==> src/rtl/format_spec_tokenizer_core_defines.svh <==
// ----------------------------------------------------------------------------
// Format spec tokenizer: assertion macros
// Shared macros for the concurrent checks in the tokenizer RTL.
// ----------------------------------------------------------------------------
`ifndef FORMAT_SPEC_TOKENIZER_CORE_DEFINES_SVH
`define FORMAT_SPEC_TOKENIZER_CORE_DEFINES_SVH

// Check that is suspended while reset is asserted.
`define FST_ASSERT(label, prop, msg) \
  label: assert property (@(posedge clk) disable iff (!rst_n) prop) else $error(msg);

// Check that is also evaluated while reset is asserted.
`define FST_ASSERT_RST(label, prop, msg) \
  label: assert property (@(posedge clk) prop) else $error(msg);

`endif

==> src/rtl/fst_pkg.sv <==
// ----------------------------------------------------------------------------
// Format spec tokenizer package
// Beat types, phase and type codes and the conversion decode function.
// ----------------------------------------------------------------------------
`timescale 1ns / 1ps

package fst_pkg;

  localparam int MAX_STRING_LEN = 4096;
  localparam int POS_W          = $clog2(MAX_STRING_LEN);
  localparam int LEN_W          = POS_W + 1;
  localparam logic [POS_W-1:0] POS_MAX = POS_W'(MAX_STRING_LEN - 1);
  localparam logic [POS_W-1:0] POS_ONE = POS_W'(1);
  localparam logic [LEN_W-1:0] LEN_ONE = LEN_W'(1);

  // Parse phases.
  localparam logic [3:0] PH_TEXT  = 4'd0;
  localparam logic [3:0] PH_FLAGS = 4'd1;
  localparam logic [3:0] PH_WIDTH = 4'd2;
  localparam logic [3:0] PH_WSTAR = 4'd3;
  localparam logic [3:0] PH_DOT   = 4'd4;
  localparam logic [3:0] PH_PREC  = 4'd5;
  localparam logic [3:0] PH_PSTAR = 4'd6;
  localparam logic [3:0] PH_LEN_L = 4'd7;
  localparam logic [3:0] PH_CONV  = 4'd8;

  // Length modifiers.
  localparam logic [2:0] LM_NONE = 3'd0;
  localparam logic [2:0] LM_L    = 3'd1;
  localparam logic [2:0] LM_LL   = 3'd2;
  localparam logic [2:0] LM_Z    = 3'd3;
  localparam logic [2:0] LM_J    = 3'd4;
  localparam logic [2:0] LM_T    = 3'd5;

  // Token kinds.
  localparam logic [1:0] KIND_WSTAR = 2'd0;
  localparam logic [1:0] KIND_PSTAR = 2'd1;
  localparam logic [1:0] KIND_CONV  = 2'd2;

  // Expected argument type codes.
  localparam logic [4:0] TY_NONE     = 5'd0;
  localparam logic [4:0] TY_ANYINT   = 5'd1;
  localparam logic [4:0] TY_INT      = 5'd2;
  localparam logic [4:0] TY_UINT     = 5'd3;
  localparam logic [4:0] TY_LONG     = 5'd4;
  localparam logic [4:0] TY_ULONG    = 5'd5;
  localparam logic [4:0] TY_LLONG    = 5'd6;
  localparam logic [4:0] TY_ULLONG   = 5'd7;
  localparam logic [4:0] TY_SSIZE    = 5'd8;
  localparam logic [4:0] TY_SIZE     = 5'd9;
  localparam logic [4:0] TY_INTMAX   = 5'd10;
  localparam logic [4:0] TY_UINTMAX  = 5'd11;
  localparam logic [4:0] TY_PTRDIFF  = 5'd12;
  localparam logic [4:0] TY_CHARPTR  = 5'd13;
  localparam logic [4:0] TY_WCHARPTR = 5'd14;
  localparam logic [4:0] TY_ANYPTR   = 5'd15;
  localparam logic [4:0] TY_OBJECT   = 5'd16;
  localparam logic [4:0] TY_TYPEOBJ  = 5'd17;
  localparam logic [4:0] TY_UNKNOWN  = 5'd18;

  // Characters of interest.
  localparam logic [7:0] CH_PERCENT = 8'h25;
  localparam logic [7:0] CH_MINUS   = 8'h2D;
  localparam logic [7:0] CH_HASH    = 8'h23;
  localparam logic [7:0] CH_ZERO    = 8'h30;
  localparam logic [7:0] CH_NINE    = 8'h39;
  localparam logic [7:0] CH_STAR    = 8'h2A;
  localparam logic [7:0] CH_DOT     = 8'h2E;
  localparam logic [7:0] CH_L_LOW   = 8'h6C;
  localparam logic [7:0] CH_Z_LOW   = 8'h7A;
  localparam logic [7:0] CH_J_LOW   = 8'h6A;
  localparam logic [7:0] CH_T_LOW   = 8'h74;
  localparam logic [7:0] CH_C_LOW   = 8'h63;
  localparam logic [7:0] CH_D_LOW   = 8'h64;
  localparam logic [7:0] CH_I_LOW   = 8'h69;
  localparam logic [7:0] CH_U_LOW   = 8'h75;
  localparam logic [7:0] CH_X_LOW   = 8'h78;
  localparam logic [7:0] CH_X_UP    = 8'h58;
  localparam logic [7:0] CH_O_LOW   = 8'h6F;
  localparam logic [7:0] CH_S_LOW   = 8'h73;
  localparam logic [7:0] CH_P_LOW   = 8'h70;
  localparam logic [7:0] CH_R_UP    = 8'h52;
  localparam logic [7:0] CH_S_UP    = 8'h53;
  localparam logic [7:0] CH_A_UP    = 8'h41;
  localparam logic [7:0] CH_U_UP    = 8'h55;
  localparam logic [7:0] CH_T_UP    = 8'h54;
  localparam logic [7:0] CH_N_UP    = 8'h4E;
  localparam logic [7:0] CH_V_UP    = 8'h56;

  typedef struct packed {
    logic [7:0] char_byte;
    logic       end_of_string;
  } in_beat_t;

  typedef struct packed {
    logic [1:0]       token_kind;
    logic [7:0]       conversion_char;
    logic [POS_W-1:0] spec_start;
    logic [LEN_W-1:0] spec_length;
    logic [1:0]       arg_count;
    logic [4:0]       first_expected;
    logic [4:0]       second_expected;
    logic             from_last_byte;
  } out_beat_t;

  typedef struct packed {
    logic [1:0] arg_count;
    logic [4:0] first_expected;
    logic [4:0] second_expected;
  } conv_info_t;

  function automatic logic is_digit(input logic [7:0] c);
    return (c >= CH_ZERO) && (c <= CH_NINE);
  endfunction

  function automatic logic [4:0] int_code(input logic [2:0] lm, input logic sgn);
    logic [4:0] code;
    case (lm)
      LM_L:    code = sgn ? TY_LONG   : TY_ULONG;
      LM_LL:   code = sgn ? TY_LLONG  : TY_ULLONG;
      LM_Z:    code = sgn ? TY_SSIZE  : TY_SIZE;
      LM_J:    code = sgn ? TY_INTMAX : TY_UINTMAX;
      LM_T:    code = TY_PTRDIFF;
      default: code = sgn ? TY_INT    : TY_UINT;
    endcase
    return code;
  endfunction

  function automatic conv_info_t conv_decode(input logic [7:0] c, input logic [2:0] lm);
    conv_info_t info;
    logic [4:0] str_ty;
    str_ty = (lm == LM_L) ? TY_WCHARPTR : TY_CHARPTR;
    info.arg_count       = 2'd1;
    info.first_expected  = TY_UNKNOWN;
    info.second_expected = TY_NONE;
    case (c)
      CH_PERCENT: begin
        info.arg_count      = 2'd0;
        info.first_expected = TY_NONE;
      end
      CH_C_LOW:                    info.first_expected = TY_ANYINT;
      CH_D_LOW, CH_I_LOW:          info.first_expected = int_code(lm, 1'b1);
      CH_U_LOW, CH_X_LOW, CH_X_UP,
      CH_O_LOW:                    info.first_expected = int_code(lm, 1'b0);
      CH_S_LOW:                    info.first_expected = str_ty;
      CH_P_LOW:                    info.first_expected = TY_ANYPTR;
      CH_R_UP, CH_S_UP, CH_A_UP,
      CH_U_UP, CH_T_UP:            info.first_expected = TY_OBJECT;
      CH_N_UP:                     info.first_expected = TY_TYPEOBJ;
      CH_V_UP: begin
        info.arg_count       = 2'd2;
        info.first_expected  = TY_OBJECT;
        info.second_expected = str_ty;
      end
      default: ;
    endcase
    return info;
  endfunction

endpackage

==> src/rtl/format_spec_tokenizer_core.sv <==
// ----------------------------------------------------------------------------
// Format spec tokenizer core
// Streams a format string byte by byte and emits one token per star or
// conversion character of each printf-style spec.
// ----------------------------------------------------------------------------
`timescale 1ns / 1ps
`include "format_spec_tokenizer_core_defines.svh"

// The block takes one format byte per cycle unless a token is held back. An
// accepted input beat is first captured in an input register; the phase
// machine then decides it and any token lands in the output register. The
// phase machine's update for every byte is what sets the sustained rate;
// bytes that raise no token are taken even while a token waits to be read,
// and only a byte that raises a token waits while a full output register
// is stalled.
// A string ends with the byte flagged end_of_string, after which the parser
// is back in text with its offset counter at zero. Offsets saturate at
// MAX_STRING_LEN-1.
module format_spec_tokenizer_core (
  input  logic                 clk,
  input  logic                 rst_n,
  input  logic                 in_valid,
  output logic                 in_stall,
  input  fst_pkg::in_beat_t    in_data,
  output logic                 out_valid,
  input  logic                 out_stall,
  output fst_pkg::out_beat_t   out_data
);

  logic                          in_valid_r;
  fst_pkg::in_beat_t             in_r;
  logic                          out_valid_r;
  fst_pkg::out_beat_t            out_r;

  logic [3:0]                    phase_r, phase_nxt;
  logic [2:0]                    lm_r, lm_nxt;
  logic [fst_pkg::POS_W-1:0]     open_r, open_nxt;
  logic [fst_pkg::POS_W-1:0]     pos_r, pos_nxt;

  logic                          emit_star;
  logic [1:0]                    star_kind;
  logic                          do_loc;
  logic                          do_conv;
  logic                          res_valid;
  logic                          adv;
  logic                          step;
  fst_pkg::conv_info_t           info;
  fst_pkg::out_beat_t            res;
  logic [7:0]                    c;

  assign c = in_r.char_byte;

  always_comb begin
    phase_nxt = phase_r;
    lm_nxt    = lm_r;
    open_nxt  = open_r;
    emit_star = 1'b0;
    star_kind = fst_pkg::KIND_WSTAR;
    do_loc    = 1'b0;
    do_conv   = 1'b0;

    case (phase_r)
      fst_pkg::PH_FLAGS: begin
        if (c == fst_pkg::CH_MINUS || c == fst_pkg::CH_HASH || c == fst_pkg::CH_ZERO) begin
          phase_nxt = fst_pkg::PH_FLAGS;
        end else if (c == fst_pkg::CH_STAR) begin
          emit_star = 1'b1;
          star_kind = fst_pkg::KIND_WSTAR;
          phase_nxt = fst_pkg::PH_WSTAR;
        end else if (fst_pkg::is_digit(c)) begin
          phase_nxt = fst_pkg::PH_WIDTH;
        end else if (c == fst_pkg::CH_DOT) begin
          phase_nxt = fst_pkg::PH_DOT;
        end else begin
          do_loc = 1'b1;
        end
      end
      fst_pkg::PH_WIDTH: begin
        if (fst_pkg::is_digit(c)) begin
          phase_nxt = fst_pkg::PH_WIDTH;
        end else if (c == fst_pkg::CH_DOT) begin
          phase_nxt = fst_pkg::PH_DOT;
        end else begin
          do_loc = 1'b1;
        end
      end
      fst_pkg::PH_WSTAR: begin
        if (c == fst_pkg::CH_DOT) begin
          phase_nxt = fst_pkg::PH_DOT;
        end else begin
          do_loc = 1'b1;
        end
      end
      fst_pkg::PH_DOT: begin
        if (c == fst_pkg::CH_STAR) begin
          emit_star = 1'b1;
          star_kind = fst_pkg::KIND_PSTAR;
          phase_nxt = fst_pkg::PH_PSTAR;
        end else if (fst_pkg::is_digit(c)) begin
          phase_nxt = fst_pkg::PH_PREC;
        end else begin
          do_loc = 1'b1;
        end
      end
      fst_pkg::PH_PREC: begin
        if (!fst_pkg::is_digit(c)) begin
          do_loc = 1'b1;
        end
      end
      fst_pkg::PH_PSTAR: begin
        do_loc = 1'b1;
      end
      fst_pkg::PH_LEN_L: begin
        if (c == fst_pkg::CH_L_LOW) begin
          lm_nxt    = fst_pkg::LM_LL;
          phase_nxt = fst_pkg::PH_CONV;
        end else begin
          do_conv = 1'b1;
        end
      end
      fst_pkg::PH_CONV: begin
        do_conv = 1'b1;
      end
      default: begin
        // Text, and any phase code that cannot be reached.
        phase_nxt = fst_pkg::PH_TEXT;
        if (c == fst_pkg::CH_PERCENT) begin
          open_nxt  = pos_r;
          lm_nxt    = fst_pkg::LM_NONE;
          phase_nxt = fst_pkg::PH_FLAGS;
        end
      end
    endcase

    // A byte that may be either a length modifier or the conversion itself.
    if (do_loc) begin
      case (c)
        fst_pkg::CH_L_LOW: begin
          lm_nxt    = fst_pkg::LM_L;
          phase_nxt = fst_pkg::PH_LEN_L;
        end
        fst_pkg::CH_Z_LOW: begin
          lm_nxt    = fst_pkg::LM_Z;
          phase_nxt = fst_pkg::PH_CONV;
        end
        fst_pkg::CH_J_LOW: begin
          lm_nxt    = fst_pkg::LM_J;
          phase_nxt = fst_pkg::PH_CONV;
        end
        fst_pkg::CH_T_LOW: begin
          lm_nxt    = fst_pkg::LM_T;
          phase_nxt = fst_pkg::PH_CONV;
        end
        default: do_conv = 1'b1;
      endcase
    end

    if (do_conv) begin
      phase_nxt = fst_pkg::PH_TEXT;
    end

    pos_nxt = (pos_r < fst_pkg::POS_MAX) ? pos_r + fst_pkg::POS_ONE : pos_r;

    if (in_r.end_of_string) begin
      phase_nxt = fst_pkg::PH_TEXT;
      lm_nxt    = fst_pkg::LM_NONE;
      open_nxt  = '0;
      pos_nxt   = '0;
    end
  end

  // Token assembly. The modifier seen here is the one in force before this
  // byte, which is what the conversion is decoded against.
  always_comb begin
    info                = fst_pkg::conv_decode(c, lm_r);
    res.spec_start      = open_r;
    res.from_last_byte  = in_r.end_of_string;
    if (do_conv) begin
      res.token_kind      = fst_pkg::KIND_CONV;
      res.conversion_char = c;
      res.spec_length     = {1'b0, pos_r} - {1'b0, open_r} + fst_pkg::LEN_ONE;
      res.arg_count       = info.arg_count;
      res.first_expected  = info.first_expected;
      res.second_expected = info.second_expected;
    end else begin
      res.token_kind      = star_kind;
      res.conversion_char = '0;
      res.spec_length     = '0;
      res.arg_count       = 2'd1;
      res.first_expected  = fst_pkg::TY_INT;
      res.second_expected = fst_pkg::TY_NONE;
    end
  end

  assign res_valid = emit_star | do_conv;
  assign adv       = !res_valid || !out_valid_r || !out_stall;
  assign step      = in_valid_r && adv;
  assign in_stall  = in_valid_r && !adv;
  assign out_valid = out_valid_r;
  assign out_data  = out_r;

  always_ff @(posedge clk) begin
    if (!rst_n) begin
      in_valid_r <= 1'b0;
    end else if (!in_stall) begin
      in_valid_r <= in_valid;
    end
  end

  always_ff @(posedge clk) begin
    if (!in_stall && in_valid) begin
      in_r <= in_data;
    end
  end

  always_ff @(posedge clk) begin
    if (!rst_n) begin
      phase_r <= fst_pkg::PH_TEXT;
      lm_r    <= fst_pkg::LM_NONE;
      open_r  <= '0;
      pos_r   <= '0;
    end else if (step) begin
      phase_r <= phase_nxt;
      lm_r    <= lm_nxt;
      open_r  <= open_nxt;
      pos_r   <= pos_nxt;
    end
  end

  always_ff @(posedge clk) begin
    if (!rst_n) begin
      out_valid_r <= 1'b0;
    end else if (step && res_valid) begin
      out_valid_r <= 1'b1;
    end else if (!out_stall) begin
      out_valid_r <= 1'b0;
    end
  end

  always_ff @(posedge clk) begin
    if (step && res_valid) begin
      out_r <= res;
    end
  end

  `FST_ASSERT_RST(a_reset_state,
    !rst_n |=> (phase_r == fst_pkg::PH_TEXT) && (pos_r == '0) && !out_valid_r,
    "parser not in text phase after reset")
  `FST_ASSERT(a_last_byte_clears,
    step && in_r.end_of_string |=> (phase_r == fst_pkg::PH_TEXT) && (pos_r == '0),
    "parser state not cleared after the final byte")
  `FST_ASSERT(a_held_input,
    in_valid_r && !adv |=> in_valid_r && $stable(in_r) && $stable(phase_r),
    "held input beat or phase changed while waiting for the output")
  `FST_ASSERT(a_star_len_zero,
    out_valid_r && (out_r.token_kind != fst_pkg::KIND_CONV) |->
      (out_r.spec_length == '0) && (out_r.arg_count == 2'd1),
    "star token with a nonzero length or wrong argument count")

endmodule

==> config.mk <==
export PLATFORM = sky130hd
export DESIGN_NAME = format_spec_tokenizer_core
export DESIGN_NICKNAME = d
export VERILOG_FILES = /design/src/rtl/fst_pkg.sv /design/src/rtl/format_spec_tokenizer_core.sv
export VERILOG_INCLUDE_DIRS = /design/src /design/src/rtl
export SDC_FILE = /design/constraint.sdc
export NUM_CORES = 1
export LEC_CHECK = 0
export BUFFER_PORTS_ARGS = -buffer_cell sky130_fd_sc_hd__buf_2
export CAP_MARGIN = 20
export CELL_PAD_IN_SITES_DETAIL_PLACEMENT = 1
export CELL_PAD_IN_SITES_GLOBAL_PLACEMENT = 1
export CORE_ASPECT_RATIO = 2
export CORE_UTILIZATION = 40
export CTS_CLUSTER_DIAMETER = 100
export DETAILED_ROUTE_END_ITERATION = 6
export PLACE_DENSITY = 0.82
export SLEW_MARGIN = 20
export SYNTH_ARGS = -nofsm -noshare
export SYNTH_HDL_FRONTEND = slang
export SYNTH_SLANG_ARGS = --single-unit
==> constraint.sdc <==
create_clock -name clk -period 10.9 [get_ports clk]
set_clock_uncertainty 0.05 [all_clocks]
set_input_delay 1.09 -clock clk [delete_from_list [all_inputs] [get_ports clk]]
set_output_delay 1.09 -clock clk [all_outputs]
set_load 0.01 [all_outputs]
==> results.md <==
- Vias in the first global route: between 4000 and 5000
- Final Setup Violations: 0
- Worst-path cell chain: or4b_4, nor3_2, nor2_1, a311oi_4, o21a_1, a21oi_1, buf_2
- Register area share after synthesis: 0.4835
- Initial Utilization: 0.4087
- H-tree depth: 3
- Worst VDD drop: approximately 0.00010 V
- Avg Cell Area, Syn: roughly 10 sq um
- First-pass GRT wire length: between 20000 and 25000 microns
- WP data required: about 9.8 ns
- Clock Latency Late Sink: roughly 0.34 ns
- Ports: 63
- Fillers: approximately 1300
- Critical path's top delay family: simple AND/OR/NAND/NOR gates
- CTS Hold Buffers Added: 0
- CTS tree: done
- Lkg Pwr: roughly 2.1 nW
- CP arrival: a little over 3 ns
- Ys async rst share: 0
- Area Overhead vs Synth: 15.91%
- CP max FO: 17
- Post-layout util: 0.4737
- PwrDens: ~130 nW/um^2
- Via count: ~4000
- Synthesized flop and latch total: between 80 and 90
- Clock-pin transition on the worst setup and hold timing paths: approximately 0.07 ns
- Number of diodes: 0
- Full die area: roughly 12000 sq um
- DRT Pass-1 Iters: 4
- Critical path startpoint category: flop
- Number of port buffers: just over 60
- Clock Sinks: between 80 and 90
- Synth area leaders: edfxtp_1, dfxtp_1, ha_1
- Slowest-stage cell, CP: or4b_4
- Synth cell types: 66
- Period utilisation layout: 0.3869
- Largest area contributor in the netlist: edfxtp_1
- Final WL: between 10000 and 15000 microns
- Status: finished clean
- CP max stage delay: 0.67 ns
- Yosys warns: 0
- Critical path buffers and inverters: 1
- Slew margin rel.: 0.3885
- Largest net degree at the start of global routing: 46
- Max-capacitance violation count: 0
- DR DRC count: 0
- Root Driver: clkbuf_16
- GRT Util Overall: 0.2207
- Reg2reg setup slack: 7.08 ns
- Top FF cell, synth: edfxtp_1
- Initial DRC count: between 100 and 150
- Top-count cell post-synth: edfxtp_1
- Inserted Clock Buffers: 9
- Final ANT Viol Nets: 0
- RSZ-0062 raised after global routing: no
- CP Class: flop to output pin
- Post-layout min period: approximately 4.2 ns
- Core footprint: 11700 sq um
- Worst setup EP type: output pin
- Hold crit path type: flop to flop
- Fmax: around 240 MHz
- Wirelength per Cell: around 19 microns
- Post-synth net total: between 500 and 600
- Layout Nets: ~570
- Cells after synthesis: approximately 480
- Std cell rows: 56
- Detailed placement HPWL: about 9900 microns
- DR vias/cell: between 5 and 6
- Clock tree buffer depth: 2
- Final Slew Violations: 0
- Setup Fix Bufs, Post-CTS: 0
- Worst Tran Pin Value: about 0.91 ns
- Cts repair resizes: 0
- Most instantiated cells after synthesis: edfxtp_1, dfxtp_1, a21oi_1
- Post-synth EDFFs: 55
- GRT Residual Overflow: 0
- Synth Cell Area: between 4000 and 5000 sq um
- Placer Congestion: approximately 0.84
- Die width: between 70 and 80 microns
- Share of layout cells above drive strength 1: 0.1716
- Setup TNS: 0 ns
- Final count of hold timing violations: 0
- Initial antenna violation count: 0
- Die Ht: between 150 and 200 microns
- Post-synth top area share: 0.3454
-- cells by family (layout without fill, tap and decap cells) --
| group | after synthesis | count (layout) | share of synthesized area |
|---|---|---|---|
| muxes | 1 | 1 | 0.002093 |
| DFF | 88 | 88 | 0.4835 |
| buffers and inverters | 51 | 112 | 0.04422 |
| AOI/OAI and AO/OA | 127 | 127 | 0.1842 |
| and+or+nand+nor | 169 | 169 | 0.1928 |
| xor gates and xnor gates | 11 | 11 | 0.02015 |
| adders and majority gates | 27 | 27 | 0.07221 |
| other | 1 | 1 | 0.0007842 |
-- flip-flops by register name, indices dropped and copies added (netlist names) --
register    count
out_data       46
open_r         12
pos_r          12
c               8
phase_r         4
lm_r            3
in_r            1
in_valid_r      1
out_valid       1
-- path summary, 6_finish.rpt --
check / endpoint / startpoint / cells past startpoint
worst min register to register: out_data[29] / open_r[3] / 0
worst max register to register: out_data[1] / c[4] / 8
worst max-delay path: in_stall / c[4] / 7
worst min-delay path: out_data[29] / open_r[3] / 0
-- cells in the final DEF, fill, tap and decap left out, drive strengths merged, types with 4 or more instances in the layout --
cell type / Yosys / routed
buf: 8 / 66
edfxtp: 55 / 55
dfxtp: 33 / 33
inv: 30 / 31
a21oi: 31 / 31
o21ai: 31 / 31
nor2: 30 / 30
ha: 26 / 26
nand2: 25 / 25
nor3: 20 / 20
and2: 15 / 15
nand3: 14 / 14
a22o: 12 / 12
clkbuf: 13 / 12
nor2b: 11 / 11
or3: 11 / 11
nand2b: 9 / 9
and3: 7 / 7
nand4: 6 / 6
xnor2: 6 / 6
xor2: 5 / 5
o31ai: 5 / 5
o21a: 5 / 5
o41ai: 4 / 4
or4: 4 / 4
nor4: 4 / 4
a21o: 4 / 4
-- routing by layer --
layer	part of all wire	global-route usage
met5	0	0
met4	0.056	0.1515
met3	0.023	0.03090
met2	0.60	0.4450
met1	0.32	0.1872
-- power breakdown --
group / total (mW) / leakage (nW) / switching, mW / internal, mW
Sequential: 0.364 / 0.851 / 0.0101 / 0.354
Clock: 0.341 / 0.157 / 0.132 / 0.209
Combinational: 0.0330 / 1.09 / 0.0215 / 0.0116
-- final cells by class --
class | count | area (sq um) | share of cell area
flip-flops and latches | 88 | 2312 | 0.4172
multi-input cells | 336 | 2270 | 0.4095
repair buffers | 66 | 342.8 | 0.06185
clock buffers | 12 | 246.5 | 0.04447
well taps | 145 | 181.4 | 0.03273
inverters | 30 | 112.6 | 0.02032
clock inverters | 4 | 77.57 | 0.01400
-- metrics by stage --
step / power (mW) / std cells / area, sq um / setup WS [ns] / hold WS, ns
2_1_floorplan: 0.3925 / 475 / 4782 / 5.596 / 0.3805
3_3_place_gp: 0.4035 / 665 / 5219 / 7.149 / 0.3947
3_5_place_dp: 0.4043 / 665 / 5219 / 7.059 / 0.4029
4_1_cts: 0.7438 / 681 / 5543 / 6.679 / 0.4178
5_1_grt: 0.7580 / 681 / 5543 / 6.497 / 0.4392
6_report: 0.7385 / 681 / 5543 / 6.683 / 0.4157
No activity file was read; power rests on OpenSTA's default activity.
